## src/hdl/olnb_pkg.sv

```systemverilog
`timescale 1ns / 1ps

package olnb_pkg;

  localparam int CODE_BITS     = 48;
  localparam int MAX_CHILDREN  = 8;
  localparam int SUM_BITS      = 11;
  localparam int CNT_BITS      = 4;
  localparam int QUEUE_DEPTH   = 4;
  localparam int QPTR_BITS     = $clog2(QUEUE_DEPTH);
  localparam int DIV_STEP_BITS = $clog2(SUM_BITS);

  localparam logic [47:0] CODE_MASK = 48'((64'd1 << CODE_BITS) - 64'd1);
  localparam logic [CNT_BITS-1:0] MAX_COUNT = CNT_BITS'(MAX_CHILDREN);

  typedef struct packed {
    logic [47:0] voxel_code;
    logic [23:0] voxel_color;
    logic        last_item;
  } in_item_t;

  typedef struct packed {
    logic [44:0] parent_code;
    logic [7:0]  child_mask;
    logic [23:0] average_color;
    logic        end_of_stream;
  } out_item_t;

  // one closed group as handed from the grouping side to the averaging side
  typedef struct packed {
    logic [44:0]                 parent;
    logic [7:0]                  mask;
    logic [2:0][SUM_BITS-1:0]    sums;
    logic [CNT_BITS-1:0]         count;
    logic                        eos;
  } node_rec_t;

  typedef struct packed {
    logic full;
    logic empty;
  } queue_status_t;

endpackage

```

## src/hdl/olnb_front.sv

```systemverilog
`timescale 1ns / 1ps

module olnb_front (
  input  logic                  clk_i,
  input  logic                  rst_ni,
  input  logic                  in_valid_i,
  output logic                  in_stall_o,
  input  olnb_pkg::in_item_t    in_data_i,
  input  olnb_pkg::queue_status_t q_status_i,
  output logic                  push_o,
  output olnb_pkg::node_rec_t   push_rec_o
);

  logic [47:0]                           code;
  logic [44:0]                           parent;
  logic [7:0]                            bit_sel;
  logic                                  accept;
  logic                                  same;
  logic [44:0]                           parent_q;
  logic [7:0]                            mask_q;
  logic [2:0][olnb_pkg::SUM_BITS-1:0]    sums_q;
  logic [olnb_pkg::CNT_BITS-1:0]         count_q;
  logic                                  open_q;
  logic                                  flush_q;
  logic                                  flush_push;

  assign code    = in_data_i.voxel_code & olnb_pkg::CODE_MASK;
  assign parent  = code[47:3];
  assign bit_sel = 8'(1) << code[2:0];

  assign in_stall_o = flush_q | q_status_i.full;
  assign accept     = in_valid_i & ~in_stall_o;
  assign same       = open_q & (parent == parent_q);
  assign flush_push = flush_q & ~q_status_i.full;

  // the open group leaves either when a new parent arrives or in the flush cycle
  assign push_o              = (accept & open_q & ~same) | flush_push;
  assign push_rec_o.parent   = parent_q;
  assign push_rec_o.mask     = mask_q;
  assign push_rec_o.sums     = sums_q;
  assign push_rec_o.count    = count_q;
  assign push_rec_o.eos      = flush_q;

  always_ff @(posedge clk_i or negedge rst_ni) begin
    if (!rst_ni) begin
      open_q   <= 1'b0;
      flush_q  <= 1'b0;
      parent_q <= '0;
      mask_q   <= '0;
      sums_q   <= '0;
      count_q  <= '0;
    end else if (accept) begin
      if (same) begin
        mask_q <= mask_q | bit_sel;
        if (count_q < olnb_pkg::MAX_COUNT) begin
          for (int l = 0; l < 3; l++) begin
            sums_q[l] <= sums_q[l] + olnb_pkg::SUM_BITS'(in_data_i.voxel_color[8*l +: 8]);
          end
          count_q <= count_q + 1'b1;
        end
      end else begin
        parent_q <= parent;
        mask_q   <= bit_sel;
        for (int l = 0; l < 3; l++) begin
          sums_q[l] <= olnb_pkg::SUM_BITS'(in_data_i.voxel_color[8*l +: 8]);
        end
        count_q <= olnb_pkg::CNT_BITS'(1);
        open_q  <= 1'b1;
      end
      flush_q <= in_data_i.last_item;
    end else if (flush_push) begin
      open_q  <= 1'b0;
      flush_q <= 1'b0;
    end
  end

endmodule

```

## src/hdl/olnb_queue.sv

```systemverilog
`timescale 1ns / 1ps

module olnb_queue (
  input  logic                    clk_i,
  input  logic                    rst_ni,
  input  logic                    push_i,
  input  olnb_pkg::node_rec_t     push_rec_i,
  input  logic                    pop_i,
  output olnb_pkg::node_rec_t     pop_rec_o,
  output olnb_pkg::queue_status_t status_o
);

  olnb_pkg::node_rec_t                  entries_q [olnb_pkg::QUEUE_DEPTH];
  logic [olnb_pkg::QPTR_BITS-1:0]       wr_ptr_q;
  logic [olnb_pkg::QPTR_BITS-1:0]       rd_ptr_q;
  logic [olnb_pkg::QPTR_BITS:0]         fill_q;
  logic                                 do_push;
  logic                                 do_pop;

  assign status_o.full  = (fill_q == (olnb_pkg::QPTR_BITS+1)'(olnb_pkg::QUEUE_DEPTH));
  assign status_o.empty = (fill_q == '0);
  assign do_push        = push_i & ~status_o.full;
  assign do_pop         = pop_i & ~status_o.empty;
  assign pop_rec_o      = entries_q[rd_ptr_q];

  always_ff @(posedge clk_i) begin
    if (do_push) begin
      entries_q[wr_ptr_q] <= push_rec_i;
    end
  end

  always_ff @(posedge clk_i or negedge rst_ni) begin
    if (!rst_ni) begin
      wr_ptr_q <= '0;
      rd_ptr_q <= '0;
      fill_q   <= '0;
    end else begin
      if (do_push) begin
        wr_ptr_q <= wr_ptr_q + 1'b1;
      end
      if (do_pop) begin
        rd_ptr_q <= rd_ptr_q + 1'b1;
      end
      fill_q <= fill_q + (olnb_pkg::QPTR_BITS+1)'(do_push)
                       - (olnb_pkg::QPTR_BITS+1)'(do_pop);
    end
  end

  a_no_push_full: assert property (@(posedge clk_i) disable iff (!rst_ni)
    !(push_i && status_o.full))
    else $error("node record offered to a full queue");

  a_no_pop_empty: assert property (@(posedge clk_i) disable iff (!rst_ni)
    !(pop_i && status_o.empty))
    else $error("node record taken from an empty queue");

endmodule

```

## src/hdl/olnb_back.sv

```systemverilog
`timescale 1ns / 1ps

module olnb_back (
  input  logic                    clk_i,
  input  logic                    rst_ni,
  input  olnb_pkg::queue_status_t q_status_i,
  input  olnb_pkg::node_rec_t     pop_rec_i,
  output logic                    pop_o,
  output logic                    out_valid_o,
  input  logic                    out_stall_i,
  output olnb_pkg::out_item_t     out_data_o
);

  typedef enum logic [1:0] {
    ST_IDLE,
    ST_DIV,
    ST_HOLD
  } state_e;

  state_e                                 state_q;
  logic [olnb_pkg::DIV_STEP_BITS-1:0]     step_q;
  logic [44:0]                           parent_q;
  logic [7:0]                            mask_q;
  logic                                  eos_q;
  logic [olnb_pkg::CNT_BITS-1:0]         cnt_q;
  logic [2:0][olnb_pkg::SUM_BITS-1:0]    dvd_q, dvd_d;
  logic [2:0][olnb_pkg::SUM_BITS-1:0]    quo_q, quo_d;
  logic [2:0][olnb_pkg::CNT_BITS-1:0]    rem_q, rem_d;
  logic                                  out_valid_q;
  olnb_pkg::out_item_t                   out_data_q;
  logic                                  out_free;

  assign pop_o       = (state_q == ST_IDLE) & ~q_status_i.empty;
  assign out_free    = ~out_valid_q | ~out_stall_i;
  assign out_valid_o = out_valid_q;
  assign out_data_o  = out_data_q;

  // one restoring division step per lane, remainder stays below the count
  always_comb begin
    logic [olnb_pkg::CNT_BITS:0] trial;
    logic                        ge;
    for (int l = 0; l < 3; l++) begin
      trial    = {rem_q[l], dvd_q[l][olnb_pkg::SUM_BITS-1]};
      ge       = trial >= {1'b0, cnt_q};
      rem_d[l] = ge ? olnb_pkg::CNT_BITS'(trial - {1'b0, cnt_q})
                    : trial[olnb_pkg::CNT_BITS-1:0];
      quo_d[l] = {quo_q[l][olnb_pkg::SUM_BITS-2:0], ge};
      dvd_d[l] = {dvd_q[l][olnb_pkg::SUM_BITS-2:0], 1'b0};
    end
  end

  always_ff @(posedge clk_i or negedge rst_ni) begin
    if (!rst_ni) begin
      state_q     <= ST_IDLE;
      step_q      <= '0;
      parent_q    <= '0;
      mask_q      <= '0;
      eos_q       <= 1'b0;
      cnt_q       <= '0;
      dvd_q       <= '0;
      quo_q       <= '0;
      rem_q       <= '0;
      out_valid_q <= 1'b0;
      out_data_q  <= '0;
    end else begin
      if ((state_q == ST_HOLD) && out_free) begin
        out_valid_q <= 1'b1;
      end else if (out_valid_q && !out_stall_i) begin
        out_valid_q <= 1'b0;
      end
      unique case (state_q)
        ST_IDLE: begin
          if (pop_o) begin
            parent_q <= pop_rec_i.parent;
            mask_q   <= pop_rec_i.mask;
            eos_q    <= pop_rec_i.eos;
            cnt_q    <= pop_rec_i.count;
            dvd_q    <= pop_rec_i.sums;
            quo_q    <= '0;
            rem_q    <= '0;
            step_q   <= '0;
            state_q  <= ST_DIV;
          end
        end
        ST_DIV: begin
          dvd_q  <= dvd_d;
          quo_q  <= quo_d;
          rem_q  <= rem_d;
          step_q <= step_q + 1'b1;
          if (step_q == olnb_pkg::DIV_STEP_BITS'(olnb_pkg::SUM_BITS - 1)) begin
            state_q <= ST_HOLD;
          end
        end
        ST_HOLD: begin
          if (out_free) begin
            out_data_q.parent_code   <= parent_q;
            out_data_q.child_mask    <= mask_q;
            out_data_q.end_of_stream <= eos_q;
            // an empty group would divide by zero and averages to black
            if (cnt_q == '0) begin
              out_data_q.average_color <= '0;
            end else begin
              out_data_q.average_color <= {quo_q[2][7:0], quo_q[1][7:0], quo_q[0][7:0]};
            end
            state_q <= ST_IDLE;
          end
        end
        default: state_q <= ST_IDLE;
      endcase
    end
  end

  a_quotient_fits: assert property (@(posedge clk_i) disable iff (!rst_ni)
    (state_q == ST_HOLD && cnt_q != '0) |->
      (quo_q[0][olnb_pkg::SUM_BITS-1:8] == '0 && quo_q[1][olnb_pkg::SUM_BITS-1:8] == '0
       && quo_q[2][olnb_pkg::SUM_BITS-1:8] == '0))
    else $error("average does not fit a byte");

  a_count_range: assert property (@(posedge clk_i) disable iff (!rst_ni)
    (state_q == ST_DIV) |-> (cnt_q != '0 && cnt_q <= olnb_pkg::MAX_COUNT))
    else $error("node record with a child count out of range");

endmodule

```

## src/hdl/octree_level_node_builder.sv

```systemverilog
`timescale 1ns / 1ps

// Builds one octree level from a Morton-sorted voxel stream: consecutive codes with the same
// parent (code >> 3) are merged into one node carrying the parent code, the 8-bit child mask
// and the per-byte truncated mean of up to eight child colours. The grouping side takes one
// item per cycle unless it stalls; after an item marked last it flushes its node, and input
// stalls during the flush. Closed nodes wait in a 4-entry queue for the averaging side, whose
// restoring divider takes one node at a time (a load step, eleven divide steps, then a step
// that hands the result to the output register once that register is free), and the input
// stalls once the queue is full.
module octree_level_node_builder (
  input  logic                clk_i,
  input  logic                rst_ni,
  input  logic                in_valid_i,
  output logic                in_stall_o,
  input  olnb_pkg::in_item_t  in_data_i,
  output logic                out_valid_o,
  input  logic                out_stall_i,
  output olnb_pkg::out_item_t out_data_o
);

  logic                    push;
  olnb_pkg::node_rec_t     push_rec;
  logic                    pop;
  olnb_pkg::node_rec_t     pop_rec;
  olnb_pkg::queue_status_t q_status;

  olnb_front u_front (
    .clk_i      (clk_i),
    .rst_ni     (rst_ni),
    .in_valid_i (in_valid_i),
    .in_stall_o (in_stall_o),
    .in_data_i  (in_data_i),
    .q_status_i (q_status),
    .push_o     (push),
    .push_rec_o (push_rec)
  );

  olnb_queue u_queue (
    .clk_i      (clk_i),
    .rst_ni     (rst_ni),
    .push_i     (push),
    .push_rec_i (push_rec),
    .pop_i      (pop),
    .pop_rec_o  (pop_rec),
    .status_o   (q_status)
  );

  olnb_back u_back (
    .clk_i       (clk_i),
    .rst_ni      (rst_ni),
    .q_status_i  (q_status),
    .pop_rec_i   (pop_rec),
    .pop_o       (pop),
    .out_valid_o (out_valid_o),
    .out_stall_i (out_stall_i),
    .out_data_o  (out_data_o)
  );

endmodule

```

## config.mk

```make
export PLATFORM = sky130hd
export DESIGN_NAME = octree_level_node_builder
export DESIGN_NICKNAME = d
export VERILOG_FILES = /design/src/hdl/olnb_pkg.sv /design/src/hdl/olnb_front.sv /design/src/hdl/olnb_queue.sv /design/src/hdl/olnb_back.sv /design/src/hdl/octree_level_node_builder.sv
export SDC_FILE = /design/constraint.sdc
export NUM_CORES = 1
export LEC_CHECK = 0
export ABC_AREA = 1
export CORE_MARGIN = 2
export CORE_UTILIZATION = 60
export DETAILED_ROUTE_END_ITERATION = 8
export DONT_BUFFER_PORTS = 1
export GPL_ROUTABILITY_DRIVEN = 0
export GPL_TIMING_DRIVEN = 0
export PLACE_DENSITY = 0.76
export SETUP_SLACK_MARGIN = 0.02
export SLEW_MARGIN = 20
export SYNTH_ARGS = -nofsm -noshare
export SYNTH_HDL_FRONTEND = slang
export SYNTH_SLANG_ARGS = --single-unit
```

## constraint.sdc

```tcl
create_clock -name clk_i -period 13.3 [get_ports clk_i]
set_input_delay 0 -clock clk_i [delete_from_list [all_inputs] [get_ports clk_i]]
set_output_delay 0 -clock clk_i [all_outputs]
set_load 0.005 [all_outputs]
```

==> reports/qor.txt <==
Register area share after synthesis: 65.1%
DP HPWL: 48600 um
Hold Path Class: in -> reg
Setup Buffers After CTS: 0
Post-Route WL: 76100 um
Global-route wire length before repair: 118000 um
Synthesis-stage register bit count: 675
Largest net degree at the start of global routing: 312
Io pins: 157
Max cap viols: 0
Gate power share: 33.8%
Vias in the first global route: 21600
Final net count: 3100
Wire per inst: 20.9 um
Slowest cell on crit path: dfrtp_1
Count leader, synth: nand2_1
Synth async-reset ratio: 46.1%
Final period util: 26.9%
Aggregate global-route resource usage: 30.7%
Leak Pwr: 14.0 nW
Post-DRT Antenna Nets: 0
Final worst path period need: 3.58 ns
CP required: 13.63 ns
WP buf/inv: 5
Crit path kind: reg -> reg
Outcome: finished clean
DRC: 0
Initial DRC Count: 2164
Clock sinks: 675
CTS Buf Count: 67
Synth warn: 0
Initial Utilization: 60.4%
CTS tree: yes
Total chip power: 0.00828 W
Final setup viols: 0
DR vias/cell: 6.01
Core ar.: 47500 um2
Pwr Density: 249 nW/um2
Clock Skew: 0.0223 ns
Sw frac: 37.6%
List of most frequent post-synthesis cells: nand2_1 (580), o21ai_0 (375), edfxtp_1 (364), dfrtp_1 (311), nor2_1 (303)
Count of final max-slew check failures: 0
Syn_nets: 2928
# resized after CTS: 0
Fmax: 0.279 GHz
Crit-path cells: xnor2_1 -> nand2_1 -> nor2_1 -> nand2_1 -> nor2_4 -> nand3_4 -> nand3_1 -> nand2_1 -> inv_1 -> nor2_4 -> buf_16 -> buf_16 -> buf_16 -> buf_16
Clock power frac: 23.7%
Synth-to-Final Area Change: 15.6%
Row cnt: 80
Net Switching: 0.00311 W
CP most frequent cell: buf_16
Initial antenna violation count: 0
Crit path max-delay family: simple AND/OR/NAND/NOR gates
Yosys top cell area share: 38.0%
Port-buffer cells: 0
Max incr delay on CP: 0.43 ns
Top cell type by total area after synthesis: edfxtp_1
Post-Syn Instances: 2799
Least-Margin Pin Slew: 0.960 ns
Die Area: 49600 um2
Headroom to the max-slew limit: 36.0%
Mapped Area: 28700 um2
CP endpoint kind: flop
Crit path launch type: flop
Max FO, Critical Path: 19
Vias after detailed routing: 21900
Ys flop type: edfxtp_1
Setup_tns: 0 ns
Die height: 223 um
Endpoints failing hold: 0
Clock root buffer: clkbuf_16
Avg Cell Area, Syn: 10.3 um2
Number of flops mapped to enable cells by yosys: 364
RSZ-0062 raised after global routing: no
Clock-pin slew on the worst setup and hold paths: 0.06 ns
Reg power frac: 42.5%
Max VDD drop: 0.118 mV
Hold-fix buffers, CTS: 80
Maximum clock insertion buffer count: 3
Drt pass-1 iters: 6
Die width: 223 um
Crit path arrival time: 3.92 ns
Library cells used by synthesis: 42
Fraction of layout cells with a size suffix above 1: 5.69%
H-tree depth: 3
Cells taking the most area after synthesis: edfxtp_1 (38%), dfrtp_1 (27%), nand2_1 (7.6%)
Clock Latency Late Sink: 0.60 ns
Gr ovfl total: 0
Int Power: 0.00517 W
[power groups by stage]
| stage | Combinational [W] | Sequential (W) | Clock (W) |
|---|---|---|---|
| after CTS | 0.00275 | 0.00351 | 0.00197 |
| after floorplan | 0.00179 | 0.00344 | 0 |
| after detailed placement | 0.00266 | 0.00354 | 0 |
| after global placement | 0.00242 | 0.00357 | 0 |
| after global routing | 0.00308 | 0.00359 | 0.00206 |
| final | 0.00280 | 0.00352 | 0.00196 |
[worst min-delay path, delay by kind of cell]
| kind | cells | cell delay, ns |
|---|---|---|
| and+or+nand+nor | 8 | 0.52 |
| xor gates and xnor gates | 1 | 0.05 |
[cell families after synthesis]
group           Yosys count  share of synthesized area [%]
compound gates          606                           11.5
xor+xnor                 42                           1.28
fa+ha+maj                52                           2.45
buf+inv                 401                           5.52
simple gates           1023                           14.1
flops                   675                           65.1
[final cells by class]
class | count | area (um2)
Clock buffer | 102 | 2070
Clock inverter | 20 | 239
Antenna cell | 1 | 2.50
Buffer | 135 | 588
Fill cell | 3273 | 14300
Multi-Input combinational cell | 1723 | 8460
Sequential cell | 675 | 18700
Tap cell | 615 | 769
Inverter | 266 | 998
Timing Repair Buffer | 103 | 1390
[flip-flops by register name, indices dropped and copies added, names as in the netlist]
| register | flops |
|---|---|
| u_back.dvd_q | 3 |
| u_back.dvd_d | 30 |
| u_back.out_valid_o | 1 |
| u_back.state_q | 2 |
| u_queue.wr_ptr_q | 2 |
| u_front.push_rec_o | 33 |
| u_front.flush_q | 1 |
| u_front.mask_q | 8 |
| u_back.out_data_o | 78 |
| u_queue.fill_q | 3 |
| u_back.parent_q | 45 |
| u_back.cnt_q | 4 |
| u_front.parent_q | 45 |
| u_front.count_q | 4 |
| u_queue.rd_ptr_q | 2 |
| u_front.open_q | 1 |
| u_back.quo_d | 24 |
| u_queue.entries_q | 364 |
| u_back.step_q | 4 |
| u_back.mask_q | 8 |
| u_back.rem_q | 12 |
| u_back.eos_q | 1 |
[metrics by stage]
stage	std cells	hold WS, ns	setup WS, ns	area (um2)	utilization, %
after floorplan	2799	-0.296	7.72	28700	-
after global placement	3414	-0.281	4.10	29500	62.0
after detailed placement	3434	-0.281	9.75	30000	63.2
after CTS	3636	0.000821	9.70	33200	69.7
after global routing	3639	0.0560	9.44	33200	69.9
final	3640	0.0224	9.72	33200	69.9
[cell usage in the layout, fill, tap and decap left out, types with 22 or more instances in the layout]
cell             n
a21oi_1         62
clkbuf_1       121
clkbuf_16       73
dfrtp_1        311
dlygate4sd3_1   80
edfxtp_1       364
ha_1            45
inv_1          254
nand2_1        580
nand3_1        116
nor2_1         299
o21ai_0        375
o22ai_1        144
xor2_1          22
[metal layers]
layer  wire, um  vias up  track usage, %
met4       2920        0            13.6
li1           -     9808               -
met5          0        -               0
met2      35700     1192            49.1
met3       7450      198            5.70
met1      30000    10700            41.4
[worst paths after layout]
kind | start | depth (start not counted) | endpoint | slack (ns)
max | u_front.parent_q[14] | 14 | u_queue.entries_q[0][63] | 9.72
min reg2reg | u_back.quo_d[8] | 2 | u_back.quo_d[8] | 0.50
min | in_data_i[36] | 9 | u_front.push_rec_o[5] | 0.02
max in group asynchronous | rst_ni | 4 | u_front.push_rec_o[29] | 11.85
min in group asynchronous | rst_ni | 3 | u_back.out_data_o[70] | 0.45
max reg2reg | u_front.parent_q[14] | 14 | u_queue.entries_q[0][63] | 9.72
No activity file was read; power rests on OpenSTA's default activity.
